File: src/rtl/fcl_pkg.sv
// ----------------------------------------------------------------------------
// fcl_pkg
// Shared constants and types for the fern posterior classify/learn unit.
// ----------------------------------------------------------------------------
package fcl_pkg;

  localparam int NUM_TREES_DEF    = 10;
  localparam int NUM_FEATURES_DEF = 8;
  localparam int COUNT_WIDTH_DEF  = 16;

  localparam int MAX_TREES = 10;
  localparam int CODE_W    = 8;
  localparam int CODE_EXT_W = 12;   // widest code that a table row can take
  localparam int CONF_W    = 20;
  localparam int POST_W    = 17;    // Q1.16, 65536 is 1.0
  localparam int FRAC_W    = 16;

  localparam int IN_DATA_W  = MAX_TREES * CODE_W;
  localparam int IN_USER_W  = 2;
  localparam int OUT_DATA_W = 24;

  localparam int CFG_IDX_W  = 1;
  localparam int CFG_DATA_W = 20;

  typedef enum logic [CFG_IDX_W-1:0] {
    CFG_ENABLE    = 1'b0,
    CFG_THRESHOLD = 1'b1
  } cfg_idx_t;

  localparam logic [CONF_W-1:0] THRESHOLD_RST = 20'd32768;

endpackage

File: src/rtl/fcl_div.sv
// ----------------------------------------------------------------------------
// fcl_div
// Restoring divider for the posterior: q = floor(num * 2^16 / den), num <= den.
// One quotient bit per cycle.
// ----------------------------------------------------------------------------
module fcl_div #(
  parameter int COUNT_WIDTH = fcl_pkg::COUNT_WIDTH_DEF
) (
  input  logic                        clk,
  input  logic                        rst_n,
  input  logic                        start,
  input  logic [COUNT_WIDTH-1:0]      num,
  input  logic [COUNT_WIDTH:0]        den,
  output logic                        done,
  output logic [fcl_pkg::POST_W-1:0]  quot
);
  import fcl_pkg::*;

  localparam int STEP_W = $clog2(POST_W + 1);

  logic                   busy_r, busy_nxt;
  logic [STEP_W-1:0]      step_r, step_nxt;
  logic [COUNT_WIDTH:0]   rem_r, rem_nxt;
  logic [COUNT_WIDTH:0]   den_r, den_nxt;
  logic [POST_W-1:0]      quot_r, quot_nxt;
  logic [COUNT_WIDTH+1:0] trial;
  logic [COUNT_WIDTH+1:0] diff;
  logic                   ge;

  // first step tests num against den unshifted (quotient bit 16)
  assign trial = (step_r == '0) ? {1'b0, rem_r} : {rem_r, 1'b0};
  assign ge    = trial >= {1'b0, den_r};
  assign diff  = trial - {1'b0, den_r};

  always_comb begin
    busy_nxt = busy_r;
    step_nxt = step_r;
    rem_nxt  = rem_r;
    den_nxt  = den_r;
    quot_nxt = quot_r;
    done     = 1'b0;
    if (start) begin
      busy_nxt = 1'b1;
      step_nxt = '0;
      rem_nxt  = {1'b0, num};
      den_nxt  = den;
    end else if (busy_r) begin
      quot_nxt = {quot_r[POST_W-2:0], ge};
      rem_nxt  = ge ? diff[COUNT_WIDTH:0] : trial[COUNT_WIDTH:0];
      step_nxt = step_r + 1'b1;
      if (step_r == STEP_W'(POST_W - 1)) begin
        busy_nxt = 1'b0;
        done     = 1'b1;
      end
    end
  end

  always_ff @(posedge clk) begin
    if (!rst_n) begin
      busy_r <= 1'b0;
    end else begin
      busy_r <= busy_nxt;
    end
    step_r <= step_nxt;
    rem_r  <= rem_nxt;
    den_r  <= den_nxt;
    quot_r <= quot_nxt;
  end

  assign quot = {quot_r[POST_W-2:0], ge};

endmodule

File: config.mk
export PLATFORM = sky130hd
export DESIGN_NAME = fcl_div
export DESIGN_NICKNAME = d
export VERILOG_FILES = /design/src/rtl/fcl_pkg.sv /design/src/rtl/fcl_div.sv
export SDC_FILE = /design/constraint.sdc
export NUM_CORES = 1
export LEC_CHECK = 0
export ABC_AREA = 1
export BUFFER_PORTS_ARGS = -buffer_cell sky130_fd_sc_hd__buf_2
export CORE_AREA = 3 3 91 137
export CTS_CLUSTER_SIZE = 16
export DETAILED_ROUTE_END_ITERATION = 10
export DIE_AREA = 0 0 94 140
export HOLD_SLACK_MARGIN = 0.06
export PLACE_DENSITY_LB_ADDON = 0.25
export SYNTH_ARGS = -nofsm -noshare
export SYNTH_HDL_FRONTEND = slang
export SYNTH_SLANG_ARGS = --single-unit
File: constraint.sdc
create_clock -name clk -period 4.7 [get_ports clk]
set_clock_uncertainty 0.1 [all_clocks]
set_input_delay 1.41 -clock clk [delete_from_list [all_inputs] [get_ports clk]]
set_output_delay 1.41 -clock clk [all_outputs]
set_load 0.005 [all_outputs]
# == Word-level counts from Yosys, hierarchy flattened ==
# Index checks and enable logic that the tools add are counted.
# Widths: inputs -> output; s select.
# word_totals
ff_bits,56
in_bits,36
out_inout_bits,18
elab_cells,24
# op_classes
add_sub_neg,2
n_lt_le_gt_ge,1
n_eq_ne,1
muxes,10
bitwise,1
reduce_logical,3
# ops
operator,n
$mux 16,2
$ge 18x17->1,1
$mux 18,1
$mux 17,1
$sub 17x17->17,1
$mux 1,6
$add 5x1->5 const B,1
$eq 5x5->1 const B,1
$logic_not 5->1,1
$reduce_and 2->1,1
$reduce_bool 2->1,1
$not 1->1,1

# == Logic depth before layout (Yosys ltp) ==
# depth
ltp_word,6
ltp_mapped,19

# == Worst setup path before layout ==
# OpenSTA, ideal clock, no wires.
# synth_timing
path_type,flip-flop to output port
startpoint,register step_r[0]
endpoint,output quot[0] (netlist bit)
arrival_time_ps,2419
required_time_ps,3190
setup_slack_ps,771
path_stages_with_launch,17
path_buffers,3
path_cell_list,dfxtp_1 -> inv_1 -> ha_1 -> nand3_2 -> clkbuf_1 -> a21oi_1 -> ha_1 -> nand2_1 -> inv_1 -> nand2_1 -> nand2_1 -> a21oi_2 -> nand2_4 -> nand2_4 -> nand2_8 -> buf_8 -> buf_4
# synth_via
elab_chain_cells,3
# synth_rtl
item,line_no,source
start: declaration,fcl_div.sv:22,"logic [STEP_W-1:0] step_r, step_nxt;"
start signal: assignment,fcl_div.sv:64,step_r <= step_nxt;
$logic_not 5->1,fcl_div.sv:31,"assign trial = (step_r == '0) ? {1'b0, rem_r} : {rem_r, 1'b0};"
$mux 18,fcl_div.sv:31,
$ge 18x17->1,fcl_div.sv:32,"assign ge = trial >= {1'b0, den_r};"
end: declaration,fcl_div.sv:15,output logic [fcl_pkg::POST_W-1:0] quot
# Every way passes these cells.

# == Worst setup path in the final report ==
# layout_timing
startpoint,register step_r[1]
endpoint,output quot[0] (netlist bit)
# Same word-level chain as after synthesis.

==> impl_results.md <==
* DP Worst Slack at 0.458 ns
* Synthesis Warnings at 0
* Final hold violation count at 0
* Number of buffers and inverters on the critical path at 4
* Leak pwr at 2.07 nW
* Count leader, synth: nand2_1
* Cell family with most CP delay: simple AND/OR/NAND/NOR gates
* Part of the Yosys area used for sequential elements at 44.6%
* FF-to-FF setup slack at 1.39 ns
* Highest clock rate at 226 MHz
* Dpl cell area at 4040 µm²
* DR pass1 iterations at 4
* WL/cell at 13.1 µm
* Iter 0 DRT Violations at 92
* Final setup vio count at 0
* Status: finished, final reports clean
* Worst min path class: flop to flop
* Antenna diodes at 0
* Power Dens Cells at 444 nW/µm²
* Clk slew on worst S/H paths at 0.07 ns
* Synth async-reset ratio at 0%
* Syn_nets at 500
* Post-Synthesis Cell Area at 3610 µm²
* Nets at 556
* Hold_sp: quot_r[5]
* Worst Path Max Fanout at 18
* Die Ht at 140 µm
* Worst hold endpoint: quot_r[6]
* Setup crit end kind: primary output
* Maximum clock path buffer count at 2
* Post-synthesis cell type count at 36
* Port bufs at 53
* Synthesis-to-layout area growth at 16.3%
* Worst hold slack at 0.343 ns
* Row cnt at 48
* Antenna violations before repair at 0
* H-tree levels at 2
* Commonest cells in the netlist: nand2_1, inv_1, edfxtp_1, nand3_1
* DR WL met3 at 184 µm
* R2r worst-path depth at 19
* Actual slew at the worst max-slew pin at 0.751 ns
* RSZ-0062 raised after global routing: false
* Yosys top cell by area: edfxtp_1
* Global-route wire length before repair at 14300 µm
* Minimum clock period at 4.43 ns
* Vias at 2978
* Period Utilization, post-route at 94.3%
* Post-synth EDFFs at 49
* Crit-path max cell delay at 0.34 ns
* Io pins at 54
* Avg Synthesized Cell Area at 8.13 µm²
* Initial Util at 31.6%
* Critical path's slowest cell: dfxtp_1
* DIE AREA at 13200 µm²
* Post-route cell area at 4200 µm²
* Crit path required time at 3.19 ns
* Max Slew Vio Count at 0
* CTS Hold Buffers Added at 0
* Gp weighted congestion at 0.825
* Setup ws final at 0.269 ns
* Fin Setup TNS at 0 ns
* Max_slew headroom at 49.9%
* GRT Total Usage at 13.7%
* Hold-critical path depth at 0
* Clk_lat worst skew at 0.30 ns
* Reg2reg start: step_r[1]
* CP Cell Sequence: inv_1 > ha_1 > nand3_4 > buf_4 > o21ai_0 > ha_1 > nand2_1 > inv_1 > nand2_1 > nand3_2 > nand2_2 > nand2_4 > nand2_4 > nand2_8 > buf_2
* Synth top area share at 40.7%
* Gate count of the mapped netlist at 444
* Clock root cell: clkbuf_16
* Total Power at 1.86 mW
* Final Non-Filler Cells at 651
* Wl on met1 at 3340 µm
* Vias in the first global route at 3109
* Largest net degree at the start of global routing at 39
* Post-layout util at 36.8%
* CTS tree: built
* CP startpoint kind: flop
* Number of buffers created by CTS at 5
* TritonCTS Sinks at 56
* Share of layout cells above drive strength 1 at 16.8%
* Largest cells by area after synthesis: edfxtp_1, nand2_1, inv_1, ha_1, nand3_1
* Most common flop cell mapped by yosys: edfxtp_1
* Via/cell ratio at 4.57
* Core Region at 11400 µm²
* Max-Cap Viols at 0
* Top layer reached by signal wires: met4
* Inst Count DP at 643
* Setup CP Type: flop to primary output
* Final Routed Wirelength at 8510 µm
* Register bit count reported by yosys at 56
* Die width at 94 µm
* WL met2 at 4820 µm
* Worst VDD drop at 0.000158 V
* R2r endpoint: rem_r[15]
* HPWL Detailed at 6620 µm
* Data arrival, critical path at 2.92 ns
* ANT nets after route at 0
* DRC errors left at 0
* Total grt overflow at 0
==> metal layers <==
layer  track usage [%]  vias up
li1                  -     1543
met3              1.88       10
met1              14.7     1389
met5                 0        -
met4              4.49        0
met2              26.8       36
==> report_power, final <==
| group | switching [mW] | internal [mW] | total, mW |
|---|---|---|---|
| combinational | 0.525 | 0.315 | 0.840 |
| clock | 0.183 | 0.200 | 0.383 |
| sequential | 0.0268 | 0.614 | 0.641 |
==> registers in the layout, indices dropped and copies added (netlist names) <==
name,cells
quot_r,16
busy_r,1
den_r,17
rem_r,17
step_r,5
==> cell type report <==
class	count	area (µm²)
clock inverter	3	22.5
fill	1251	7210
clock buffer	5	125
timing repair buffer	59	310
tap	150	188
multi-input combinational	303	1660
sequential	56	1610
inverter	75	282
==> cell usage in the layout (no fill, tap or decap), drive strengths merged, types with 5 or more instances in the layout <==
| cell | Yosys | routed |
|---|---|---|
| nand2 | 156 | 156 |
| inv | 74 | 75 |
| buf | 5 | 59 |
| edfxtp | 49 | 49 |
| nand3 | 31 | 31 |
| nor2 | 22 | 22 |
| nand3b | 19 | 19 |
| ha | 19 | 19 |
| a21oi | 17 | 17 |
| o21ai | 14 | 14 |
| nor3 | 7 | 7 |
| dfxtp | 7 | 7 |
| xnor2 | 6 | 6 |
| clkbuf | 5 | 5 |
==> how the worst max path moves through the flow <==
stage,start,end,slack [ns],depth (start not counted)
2_1_floorplan,step_r[0],quot[0],0.77,16
3_3_place_gp,step_r[1],quot[0],0.57,15
3_5_place_dp,step_r[1],quot[0],0.46,15
4_1_cts,step_r[1],quot[0],0.13,15
5_1_grt,step_r[1],quot[0],0.04,15
6_report,step_r[1],quot[0],0.27,15
==> cells by family after synthesis <==
kind of cell / share of synthesized area (%)
buffers and inverters: 9.60
adder cells (fa/ha/maj): 7.14
flip-flops: 44.6
XOR/XNOR: 1.70
AO/OA/AOI/OAI: 5.58
AND/OR/NAND/NOR: 31.4
==> repair_timing <==
action                     4_1_cts  5_1_grt
hold endpoints to repair         0        0
buffers inserted                 0        0
setup endpoints to repair        0        1
gates resized for setup          0        1
(Power assumes the default switching activity.)
