## src/rtl/fcl_ram.sv

```systemverilog
// ----------------------------------------------------------------------------
// fcl_ram
// Generic simple dual-port RAM, one write and one registered read port.
// ----------------------------------------------------------------------------
module fcl_ram #(
  parameter int WIDTH = 8,
  parameter int DEPTH = 16
) (
  input  logic                     clk,
  input  logic                     we,
  input  logic [$clog2(DEPTH)-1:0] waddr,
  input  logic [WIDTH-1:0]         wdata,
  input  logic                     re,
  input  logic [$clog2(DEPTH)-1:0] raddr,
  output logic [WIDTH-1:0]         rdata
);

  logic [WIDTH-1:0] mem [DEPTH];
  logic [WIDTH-1:0] rdata_r;

  always_ff @(posedge clk) begin
    if (we) begin
      mem[waddr] <= wdata;
    end
    if (re) begin
      rdata_r <= mem[raddr];
    end
  end

  assign rdata = rdata_r;

endmodule

```

## config.mk

```make
export PLATFORM = sky130hd
export DESIGN_NAME = fcl_ram
export DESIGN_NICKNAME = d
export VERILOG_FILES = /design/src/rtl/fcl_ram.sv
export SDC_FILE = /design/constraint.sdc
export NUM_CORES = 1
export LEC_CHECK = 0
export BUFFER_PORTS_ARGS = -buffer_cell sky130_fd_sc_hd__buf_2
export CAP_MARGIN = 20
export CORE_MARGIN = 8
export CORE_UTILIZATION = 54
export DETAILED_ROUTE_END_ITERATION = 16
export GPL_TIMING_DRIVEN = 0
export PLACE_DENSITY = 0.74
export SLEW_MARGIN = 0
export SYNTH_ARGS = -nofsm -noshare
export SYNTH_HDL_FRONTEND = slang
export SYNTH_SLANG_ARGS = --single-unit
```

## constraint.sdc

```tcl
create_clock -name clk -period 1.7 [get_ports clk]
set_clock_uncertainty 0.15 [all_clocks]
set_input_delay 0.255 -clock clk [delete_from_list [all_inputs] [get_ports clk]]
set_output_delay 0.255 -clock clk [all_outputs]
set_load 0.02 [all_outputs]
```

Word level (Yosys, flattened, before mapping)
Memory sizes are Yosys's and may differ from the RTL's. A register that Yosys moved wholly into a read port is not among the register bits.
Index checks and enable logic that the tools add are counted.
W data, S select, Z words.
{"block": "word_totals", "regBits": 0, "mem_bits_rw": 128, "in_bits": 19, "out_inout_bits": 8, "n_memories": 1}
{"memory": "mem", "words": 16, "word_bits": 8, "rd": 1, "rd_clocked_by_memory_dff": 1, "write_ports": 1, "line": "18", "text": "logic [WIDTH-1:0] mem [DEPTH];"}
{"block": "op_classes", "muxes": 2}
{"cell": "$mux W1", "count": 2}

Longest topological paths before layout
Gate-level depths: netlist of run 1.
{"block": "depth", "ltp_word": 2, "mapped_depth": 5, "depth_no_buf": 3}

Worst setup path after synthesis of run 1
OpenSTA, ideal clock, no wires.
{"block": "synth_path", "kind": "input-to-reg", "start": "input waddr[2]", "end": "memory mem[0][0], enable pin", "setup_ps": 383, "arrival_ps": 1365, "required_ps": 1167, "slack_ps": -198, "path_stages": 2, "path_cell_list": "or3b_2 > nor3_1"}
{"item": "start, declared", "line": "11", "text": "input logic [$clog2(DEPTH)-1:0] waddr,"}
{"item": "end, declared", "line": "18"}
Straight into the memory's write port.

==> summary.md, run 1 <==
| Metric | Value |
|---|---|
| H-tree levels | 4 |
| Slowest stage delay, CP | 0.59 ns |
| Hold Violations, Final | 0 |
| Worst reg2reg path depth | 3 |
| Power Total | 7.86 mW |
| Crit path DAT | 1.81 ns |
| Worst reg-to-reg setup slack | 0.01 ns |
| Clock transition at path regs | 0.06 ns |
| Launching point of the worst reg2reg path | mem[4][2]$_DFFE_PP_ |
| CTS Buffer Depth | 2 |
| CTS Sinks | 136 |
| Root Driver | clkbuf_8 |
| Syn_nets | 248 |
| Cell Area, Synth | 5230 sq um |
| Async set-reset flop share out of synthesis | 0 |
| GP Congestion | 0.732 |
| R2R Path End | rdata[2]$_DFFE_PP_ |
| Layout Nets | 304 |
| Fin crit share | 0.991 |
| CTS tree | yes |
| Ant diodes | 0 |
| Setup TNS | 0 ns |
| Yosys top cell area share | 0.781 |
| Vias in the first global route | 2630 |
| Post-synth top cells | 136 x edfxtp_1, 18 x mux4_2, 16 x a22oi_1 |
| Max Cap Viol | 0 |
| Effective utilization at floorplan | 0.545 |
| DR vias/cell | 5.66 |
| Setup Slack @ Placement | -0.469 ns |
| Cell variety after synth | 18 |
| Largest net degree at the start of global routing | 17 |
| Port Buf Inserts | 25 |
| Post-synth EDFFs | 136 |
| Top-count cell post-synth | edfxtp_1 |
| Core area | 9590 sq um |
| Die H | 114 um |
| Peak VDD IR | 0.805 mV |
| Worst-Margin Slew | 0.839 ns |
| Worst rel slew slack | 0.438 |
| DPL Wire Length | 6260 um |
| CP Capture Point | rdata[2]$_DFFE_PP_ |
| Yosys reg bits | 136 |
| Status | complete, no violations |
| Hold/Removal Path Class | in -> reg |
| Leak | 2.09 nW |
| Slowest stage cell, crit path | mux4_1 |
| RSZ-0062 raised after global routing | false |
| DIE WIDTH | 114 um |
| Top_reg_cell synth | edfxtp_1 |
| Finish-stage setup viols | 0 |
| GR Overflow Total | 0 |
| WHS | 0.0575 ns |
| Global Route Usage Sum | 0.175 |
| Setup crit end kind | register |
| First-pass GRT wire length | 15700 um |
| Synth warnings | 0 |
| Setup ws final | 0.0146 ns |
| Data required time of the critical path | 1.83 ns |
| Syn Inst Count | 229 |
| Drt drc | 0 |
| Crit path max fanout | 1 |
| P per Cell Area | 1260 nW/um^2 |
| Crit path cell chain | mux4_1 -> a22oi_2 -> nand2_1 |
| Yosys top cell by area | edfxtp_1 |
| Crit path from | mem[4][2]$_DFFE_PP_ |
| Critical path class | reg -> reg |
| FP Rows | 36 |
| Die area | 13100 sq um |
| Layout area overhead | 19.5% |
| Share of cells above drive strength 1 | 0.302 |
| Min Tclk post-route | 1.69 ns |
| Final wirelength | 10200 um |
| Routed wire per std cell | 23.7 um |
| Detailed Route Iter0 Violations | 197 |
| First drt pass iteration count | 5 |
| Initial antenna violation count | 0 |
| CP startpoint kind | register |
| Post-route antenna net violation count | 0 |
| Inserted Clock Buffers | 17 |
| Synth area leaders | edfxtp_1 78%, mux4_2 7.8%, mux4_1 7.0% |
| Pins Over Slew Limit | 0 |
| Sequential area share after synthesis | 0.781 |
| Average size of a mapped cell | 22.8 sq um |
| Vias | 2440 |
| Io pins | 27 |
| Clock latency on the worst-skew pair | 0.52 ns |
| Maximum clock frequency | 593 MHz |
==> final cells by class <==
type | count | area (sq um)
Fill cell | 609 | 3350
Clock buffer | 18 | 418
Sequential cell | 136 | 4080
Clock inverter | 14 | 181
Multi-Input combinational cell | 83 | 1080
Buffer | 10 | 86.3
Tap cell | 133 | 166
Timing Repair Buffer | 37 | 235
==> kinds of logic (layout without fill, tap and decap cells) <==
| group | count (synthesis) | after routing | synth area share |
|---|---|---|---|
| flops | 136 | 136 | 0.781 |
| simple gates | 35 | 35 | 0.0314 |
| buf+inv | 10 | 79 | 0.0165 |
| compound gates | 16 | 16 | 0.0230 |
| mux | 32 | 32 | 0.148 |
==> per-stage QoR <==
| step | cell area, sq um | instances | util |
|---|---|---|---|
| after global placement | 5520 | 387 | 0.576 |
| after global routing | 6250 | 431 | 0.651 |
| final | 6250 | 431 | 0.651 |
| after detailed placement | 5540 | 390 | 0.578 |
| after CTS | 6240 | 431 | 0.651 |
| after floorplan | 5230 | 229 | - |
==> layout by cell type (no fill, tap or decap), drive strengths merged <==
master and n:
nand2 9, clkinvlp 4, nor3 4, or3b 1
and2b 1, mux4 32, nand3 1, nand3b 2
nor2 13, clkinv 6, edfxtp 136, nor2b 1
dlygate4sd3 9, bufinv 4, and2 1, a22oi 16
clkdlybuf4s25 3, nand2b 2, clkbuf 18, buf 35
==> routing by layer <==
metal,up-vias,GRT usage,share of wire
li1,1092,-,-
met1,1246,0.213,0.40
met2,88,0.281,0.51
met3,14,0.0554,0.074
met4,0,0.0772,0.021
met5,-,0,0
==> power by group <==
part	switching, mW	leakage, nW	internal (mW)
clock	1.32	0.282	2.36
combinational	0.228	0.574	0.163
sequential	0.0178	1.24	3.78
==> worst min-delay path by stage <==
| stage | from | to | slack (ns) | cells after the start |
|---|---|---|---|---|
| 4_1_cts | waddr[0] | mem[4][5]$_DFFE_PP_ | 0.03 | 2 |
| 3_5_place_dp | re | rdata[7]$_DFFE_PP_ | 0.45 | 1 |
| 5_1_grt | waddr[0] | mem[4][5]$_DFFE_PP_ | 0.06 | 2 |
| 6_report | waddr[0] | mem[4][5]$_DFFE_PP_ | 0.06 | 2 |
| 2_1_floorplan | wdata[0] | mem[0][0]$_DFFE_PP_ | 0.20 | 0 |
| 3_3_place_gp | re | rdata[7]$_DFFE_PP_ | 0.44 | 1 |
==> repair_timing <==
item                                    4_1_cts  5_1_grt
buffers inserted                              0        0
resized for setup                             2        1
hold buffers                                  9        0
endpoints found under the setup margin        2        1
hold endpoints to repair                    131        0
==> registers in the layout, summed over array words and instances, names as in the netlist <==
name,flops
rdata,8
mem,128
==> critical path: cells and delay by family (launching register included) <==
family	cells	cell delay [ns]
multiplexers	1	0.59
flip-flops	1	0.41
AO/OA/AOI/OAI	1	0.21
AND/OR/NAND/NOR	1	0.07
No activity file was read; power rests on OpenSTA's default activity.
==> run 2, diff against run 1 <==
Settings changed: ABC_AREA set to 1, CORE_UTILIZATION 54 to 55, PLACE_DENSITY 0.74 to 0.75.
==> run 2 against run 1 <==
  * First-iteration DRC count grew to 2.5 times the previous value
  * Critical path depth shrank 2
  * Count of clock-buffer cells in the layout is the same
  * Hold slack lost 0.052 ns
  * Critical endpoint is now rdata[4]
  * Via count grew 62%
  * Final area grew 7.7%
  * Wire length grew 32%
  * Synthesized area grew 12%
  * Global-route usage grew 2.2 points
  * Largest cell class unchanged
  * Sequential share of layout area shrank 4.7 points
  * Clock power shrank 5.4%
  * Power shrank 0.93%
==> summary.md, run 2 <==
| Metric | Value |
|---|---|
| Leak | 2.91 nW |
| Top-count cell post-synth | nand2_1 |
| Clock latency on the worst-skew pair | 0.53 ns |
| Worst Path Buf+Inv | 1 |
| Routed wire per std cell | 18.1 um |
| Detailed Route Iter0 Violations | 493 |
| Layout area overhead | 15.2% |
| Fillers | 777 |
| GP Congestion | 0.878 |
| GR Overflow Total | 0 |
| Setup TNS | 0 ns |
| Max Cap Viol | 0 |
| Sequential area share after synthesis | 0.698 |
| WHS | 0.00572 ns |
| Finish-stage setup viols | 0 |
| RSZ-0062 raised after global routing | false |
| Share of cells above drive strength 1 | 0.130 |
| Hold/Removal Path Class | in -> reg |
| Vias | 3964 |
| Synth warnings | 0 |
| Crit path max fanout | 1 |
| Post-synthesis adder-cell area fraction | 0 |
| Die H | 119 um |
| Slowest stage cell, crit path | edfxtp_1 |
| Yosys top cell area share | 0.698 |
| Commonest non-fill, non-tap cell in the layout | nand2_1 |
| Ant diodes | 0 |
| Worst-Margin Slew | 0.846 ns |
| Post-synth EDFFs | 136 |
| Global Route Usage Sum | 0.197 |
| Pins Over Slew Limit | 0 |
| Peak VDD IR | 0.741 mV |
| Yosys reg bits | 136 |
| Post-route antenna net violation count | 0 |
| Crit path DAT | 1.06 ns |
| Initial antenna violation count | 0 |
| H-tree levels | 4 |
| Compound-Gate Fraction of Synth Area | 0 |
| Crit path cell chain | buf_2 |
| DPL Wire Length | 8760 um |
| Effective utilization at floorplan | 0.566 |
| Flip-flop count of the largest register after layout | 128 |
| Largest Register | mem |
| Die area | 14200 sq um |
| Post-synthesis mux area share | 0 |
| Post-route cell area | 6730 sq um |
| Delay-heaviest family, CP | flip-flops |
| Synth Area in XOR/XNOR | 0 |
| Setup crit end kind | output pin |
| CTS Buffer Depth | 2 |
| Largest net degree at the start of global routing | 17 |
| Core area | 10300 sq um |
| Vias in the first global route | 3779 |
| Status | complete, no violations |
| Inserted Clock Buffers | 17 |
| Hold Violations, Final | 0 |
| CTS tree | yes |
| Async set-reset flop share out of synthesis | 0 |
| Port Buf Inserts | 23 |
| Maximum clock frequency | 681 MHz |
| Cell variety after synth | 11 |
| Yosys top cell by area | edfxtp_1 |
| First-pass GRT wire length | 20900 um |
| Layout Nets | 615 |
| Placed cell count | 710 |
| CP startpoint kind | register |
| Average size of a mapped cell | 10.6 sq um |
| First drt pass iteration count | 5 |
| Post-synth top cells | 173 x nand2_1, 136 x edfxtp_1, 100 x inv_1 |
| Io pins | 27 |
| Slowest stage delay, CP | 0.37 ns |
| DIE WIDTH | 119 um |
| Critical path class | reg -> out |
| Fin crit share | 0.863 |
| Non-Filler Instances | 745 |
| Cell Area, Placed | 6130 sq um |
| Cell Area, Synth | 5850 sq um |
| Syn Inst Count | 551 |
| Clock transition at path regs | 0.06 ns |
| Main combinational cell family by area after synthesis | simple AND/OR/NAND/NOR gates |
| Drt drc | 0 |
| P per Cell Area | 1160 nW/um^2 |
| Post-Synth Simple-Gate Area | 0.208 |
| Syn_nets | 570 |
| Synth area leaders | edfxtp_1 70%, nand2_1 11%, nand3_1 8.3% |
| Power Total | 7.79 mW |
| DR vias/cell | 5.32 |
| Data required time of the critical path | 1.29 ns |
| Most frequent cells in the layout | 173 x nand2_1, 136 x edfxtp_1, 100 x inv_1 |
| CTS Sinks | 136 |
| Root Driver | clkbuf_8 |
| Worst rel slew slack | 0.434 |
| FP Rows | 37 |
| Top_reg_cell synth | edfxtp_1 |
| Min Tclk post-route | 1.47 ns |
| Final wirelength | 13500 um |
run 2: cell type report:
cell class                 instances  area (sq um)  area share
sequential                       136          4080       0.607
multi-input combinational        289          1210       0.180
clock buffer                      18           418      0.0621
inverter                         102           383      0.0569
tap                              136           170      0.0253
buffer                            24           166      0.0247
clock inverter                    14           153      0.0227
timing repair buffer              26           145      0.0216
run 2: final timing paths:
path	startpoint	cells after the start	endpoint	slack, ns
worst max-delay path	rdata[4]$_DFFE_PP_	1	rdata[4]	0.23
worst min-delay path	wdata[6]	1	mem[3][6]$_DFFE_PP_	0.006
worst max register to register	mem[15][3]$_DFFE_PP_	6	rdata[3]$_DFFE_PP_	0.38
worst min register to register	mem[6][7]$_DFFE_PP_	6	rdata[7]$_DFFE_PP_	0.65
run 2: metrics by stage:
stage / setup slack (ns) / util
6_report: 0.232 / 0.652
5_1_grt: 0.186 / 0.652
2_1_floorplan: 0.344 / -
3_5_place_dp: -0.149 / 0.594
4_1_cts: 0.210 / 0.652
3_3_place_gp: -0.0838 / 0.594
run 2: logic make-up after synthesis:
kind of cell	Yosys count
flip-flops	136
AND/OR/NAND/NOR	289
buffers and inverters	126
run 2: routing by layer:
layer / share of wire / global-route usage / up-vias
li1: - / - / 1875
met1: 0.42 / 0.265 / 1827
met2: 0.45 / 0.300 / 240
met3: 0.11 / 0.0501 / 22
met4: 0.017 / 0.0775 / 0
met5: 0 / 0 / -
run 2: repair_timing:
action | in CTS | in global routing
endpoints found under the hold margin | 40 | 0
hold buffers | 3 | 0
gates resized for setup | 0 | 0
buffers inserted | 0 | 0
run 2: power by group:
part / total (mW) / switching [mW] / internal [mW]
Combinational: 0.511 / 0.365 / 0.146
Sequential: 3.80 / 0.0174 / 3.78
Clock: 3.48 / 1.39 / 2.09
==> run 3, diff against run 2 <==
Settings changed: CELL_PAD_IN_SITES_DETAIL_PLACEMENT set to 2, CELL_PAD_IN_SITES_GLOBAL_PLACEMENT set to 2, CORE_ASPECT_RATIO set to 0.5, CORE_UTILIZATION 55 to 37, PLACE_DENSITY 0.75 to not set, PLACE_DENSITY_LB_ADDON set to 0.1.
==> run 3 against run 2 <==
  * Count of clock-buffer cells in the layout increased by 1
  * Hold slack better by 0.037 ns
  * Via count rose by 1.9%
  * Global-route usage is 0.24 points lower
  * Utilization fell by 20 points
  * Sequential power is essentially flat
  * Die area grew 43%
  * Clock power increased by 26%
  * Non-clock buffer count is 3 lower
  * Combinational power grew 8.0%
  * Largest power group is now clock
==> summary.md, run 3 (same netlist as run 2, synthesis figures left out) <==
| Metric | Value |
|---|---|
| Final wirelength | 19200 um |
| P per Cell Area | 1270 nW/um^2 |
| Die area | 20300 sq um |
| Crit path DAT | 1.41 ns |
| Worst reg-to-reg setup slack | 0.28 ns |
| First-pass GRT wire length | 28400 um |
| GP Congestion | 0.780 |
| Post CTS Setup Buffer Count | 0 |
| Power Total | 8.73 mW |
| Post-route antenna net violation count | 0 |
| Worst-Margin Slew | 1.11 ns |
| Launching point of the worst reg2reg path | mem[0][4]$_DFFE_PP_ |
| CTS Sinks | 136 |
| Most frequent cells in the layout | 173 x nand2_1, 136 x edfxtp_1, 100 x inv_1 |
| Logic gate share of total power | 0.063 |
| Drt drc | 0 |
| Clock latency on the worst-skew pair | 0.43 ns |
| Post_cts resized | 0 |
| Layout Nets | 612 |
| Sw power | 1.92 mW |
| Setup TNS | 0 ns |
| DR vias/cell | 4.99 |
| Largest net degree at the start of global routing | 17 |
| Worst rel slew slack | 0.256 |
| Clk pwr share | 0.502 |
| Flip-flop count of the largest register after layout | 128 |
| Die H | 105 um |
| CTS Buffer Depth | 2 |
| Io pins | 27 |
| Clock transition at path regs | 0.06 ns |
| Pins Over Slew Limit | 0 |
| Initial antenna violation count | 0 |
| Leak | 2.95 nW |
| Sw Ratio | 0.220 |
| Global Route Usage Sum | 0.194 |
| Flop pwr share | 0.435 |
| R2R Path End | rdata[4]$_DFFE_PP_ |
| First drt pass iteration count | 4 |
| Peak VDD IR | 0.604 mV |
| Vias in the first global route | 4638 |
| RSZ-0062 raised after global routing | false |
| Critical path class | in -> reg |
| Setup crit end kind | register |
| Min Tclk post-route | 1.52 ns |
| Int Power | 6.81 mW |
| Core area | 15400 sq um |
| FP Rows | 32 |
| H-tree levels | 4 |
| Hold depth | 1 |
| DIE WIDTH | 194 um |
| Detailed Route Iter0 Violations | 228 |
| Finish-stage setup viols | 0 |
| CP startpoint kind | input pin |
| Setup ws final | 0.183 ns |
| Crit path cell chain | buf_2 -> inv_1 -> nand2_1 -> nor2_1 |
| Maximum clock frequency | 659 MHz |
| Vias | 4038 |
| Crit path from | waddr[1] |
| DPL Wire Length | 12600 um |
| Non-Filler Instances | 809 |
| Worst reg2reg path depth | 6 |
| Data required time of the critical path | 1.59 ns |
| Effective utilization at floorplan | 0.379 |
| CP Capture Point | mem[13][0]$_DFFE_PP_ |
| WHS | 0.0429 ns |
| Largest Register | mem |
| GR Overflow Total | 0 |
| Slowest stage delay, CP | 0.87 ns |
| Setup Slack @ Placement | -0.283 ns |
| Placed cell count | 778 |
| Ant diodes | 0 |
| Hold Violations, Final | 0 |
| Slowest stage cell, crit path | nor2_1 |
| Commonest non-fill, non-tap cell in the layout | nand2_1 |
| Root Driver | clkbuf_16 |
| Fin crit share | 0.892 |
| Max Cap Viol | 0 |
| Port Buf Inserts | 23 |
| Hold/Removal Path Class | in -> reg |
| Status | complete, no violations |
| Inserted Clock Buffers | 17 |
| Layout area overhead | 18.0% |
| Routed wire per std cell | 23.7 um |
| Crit path max fanout | 8 |
| Share of cells above drive strength 1 | 0.127 |
| Hold-fix buffers, CTS | 0 |
| CTS tree | yes |
## run 3: layout make-up
| type | instances | area [sq um] |
|---|---|---|
| inverter | 102 | 383 |
| clock inverter | 12 | 249 |
| timing repair buffer | 23 | 115 |
| tap | 204 | 255 |
| multi-input combinational | 289 | 1210 |
| fill | 1581 | 8520 |
| sequential | 136 | 4080 |
| buffer | 24 | 166 |
| clock buffer | 19 | 433 |
## run 3: critical path: cells and delay by family
| kind | cells | cell delay (ns) |
|---|---|---|
| AND/OR/NAND/NOR | 2 | 0.98 |
| buffers and inverters | 2 | 0.17 |
## run 3: how the worst min path moves through the flow
stage | startpoint | slack, ns | to
after floorplan | wdata[0] | 0.20 | mem[0][0]$_DFFE_PP_
after global placement | re | 0.47 | rdata[3]$_DFFE_PP_
after detailed placement | re | 0.48 | rdata[3]$_DFFE_PP_
after CTS | re | 0.02 | rdata[2]$_DFFE_PP_
after global routing | re | 0.03 | rdata[2]$_DFFE_PP_
final | re | 0.04 | rdata[2]$_DFFE_PP_
## run 3: power by group through the flow
| stage | sequential, mW | clock (mW) | combinational, mW |
|---|---|---|---|
| finish | 3.80 | 4.38 | 0.552 |
| global route | 3.80 | 4.57 | 0.598 |
| CTS | 3.80 | 4.43 | 0.557 |
| detailed placement | 3.87 | 0 | 0.545 |
| global placement | 3.87 | 0 | 0.529 |
| floorplan | 3.89 | 0 | 0.265 |
## run 3: metrics by stage
stage,instance area [sq um],util
final,6900,0.448
after global routing,6900,0.448
after CTS,6900,0.448
after detailed placement,6220,0.403
after global placement,6220,0.403
after floorplan,5850,-
## run 3: metal layers
| layer | share of wire | GRT usage |
|---|---|---|
| met1 | 0.43 | 0.243 |
| met5 | 0 | 0 |
| met4 | 0.023 | 0.0748 |
| met2 | 0.49 | 0.326 |
| met3 | 0.066 | 0.0451 |
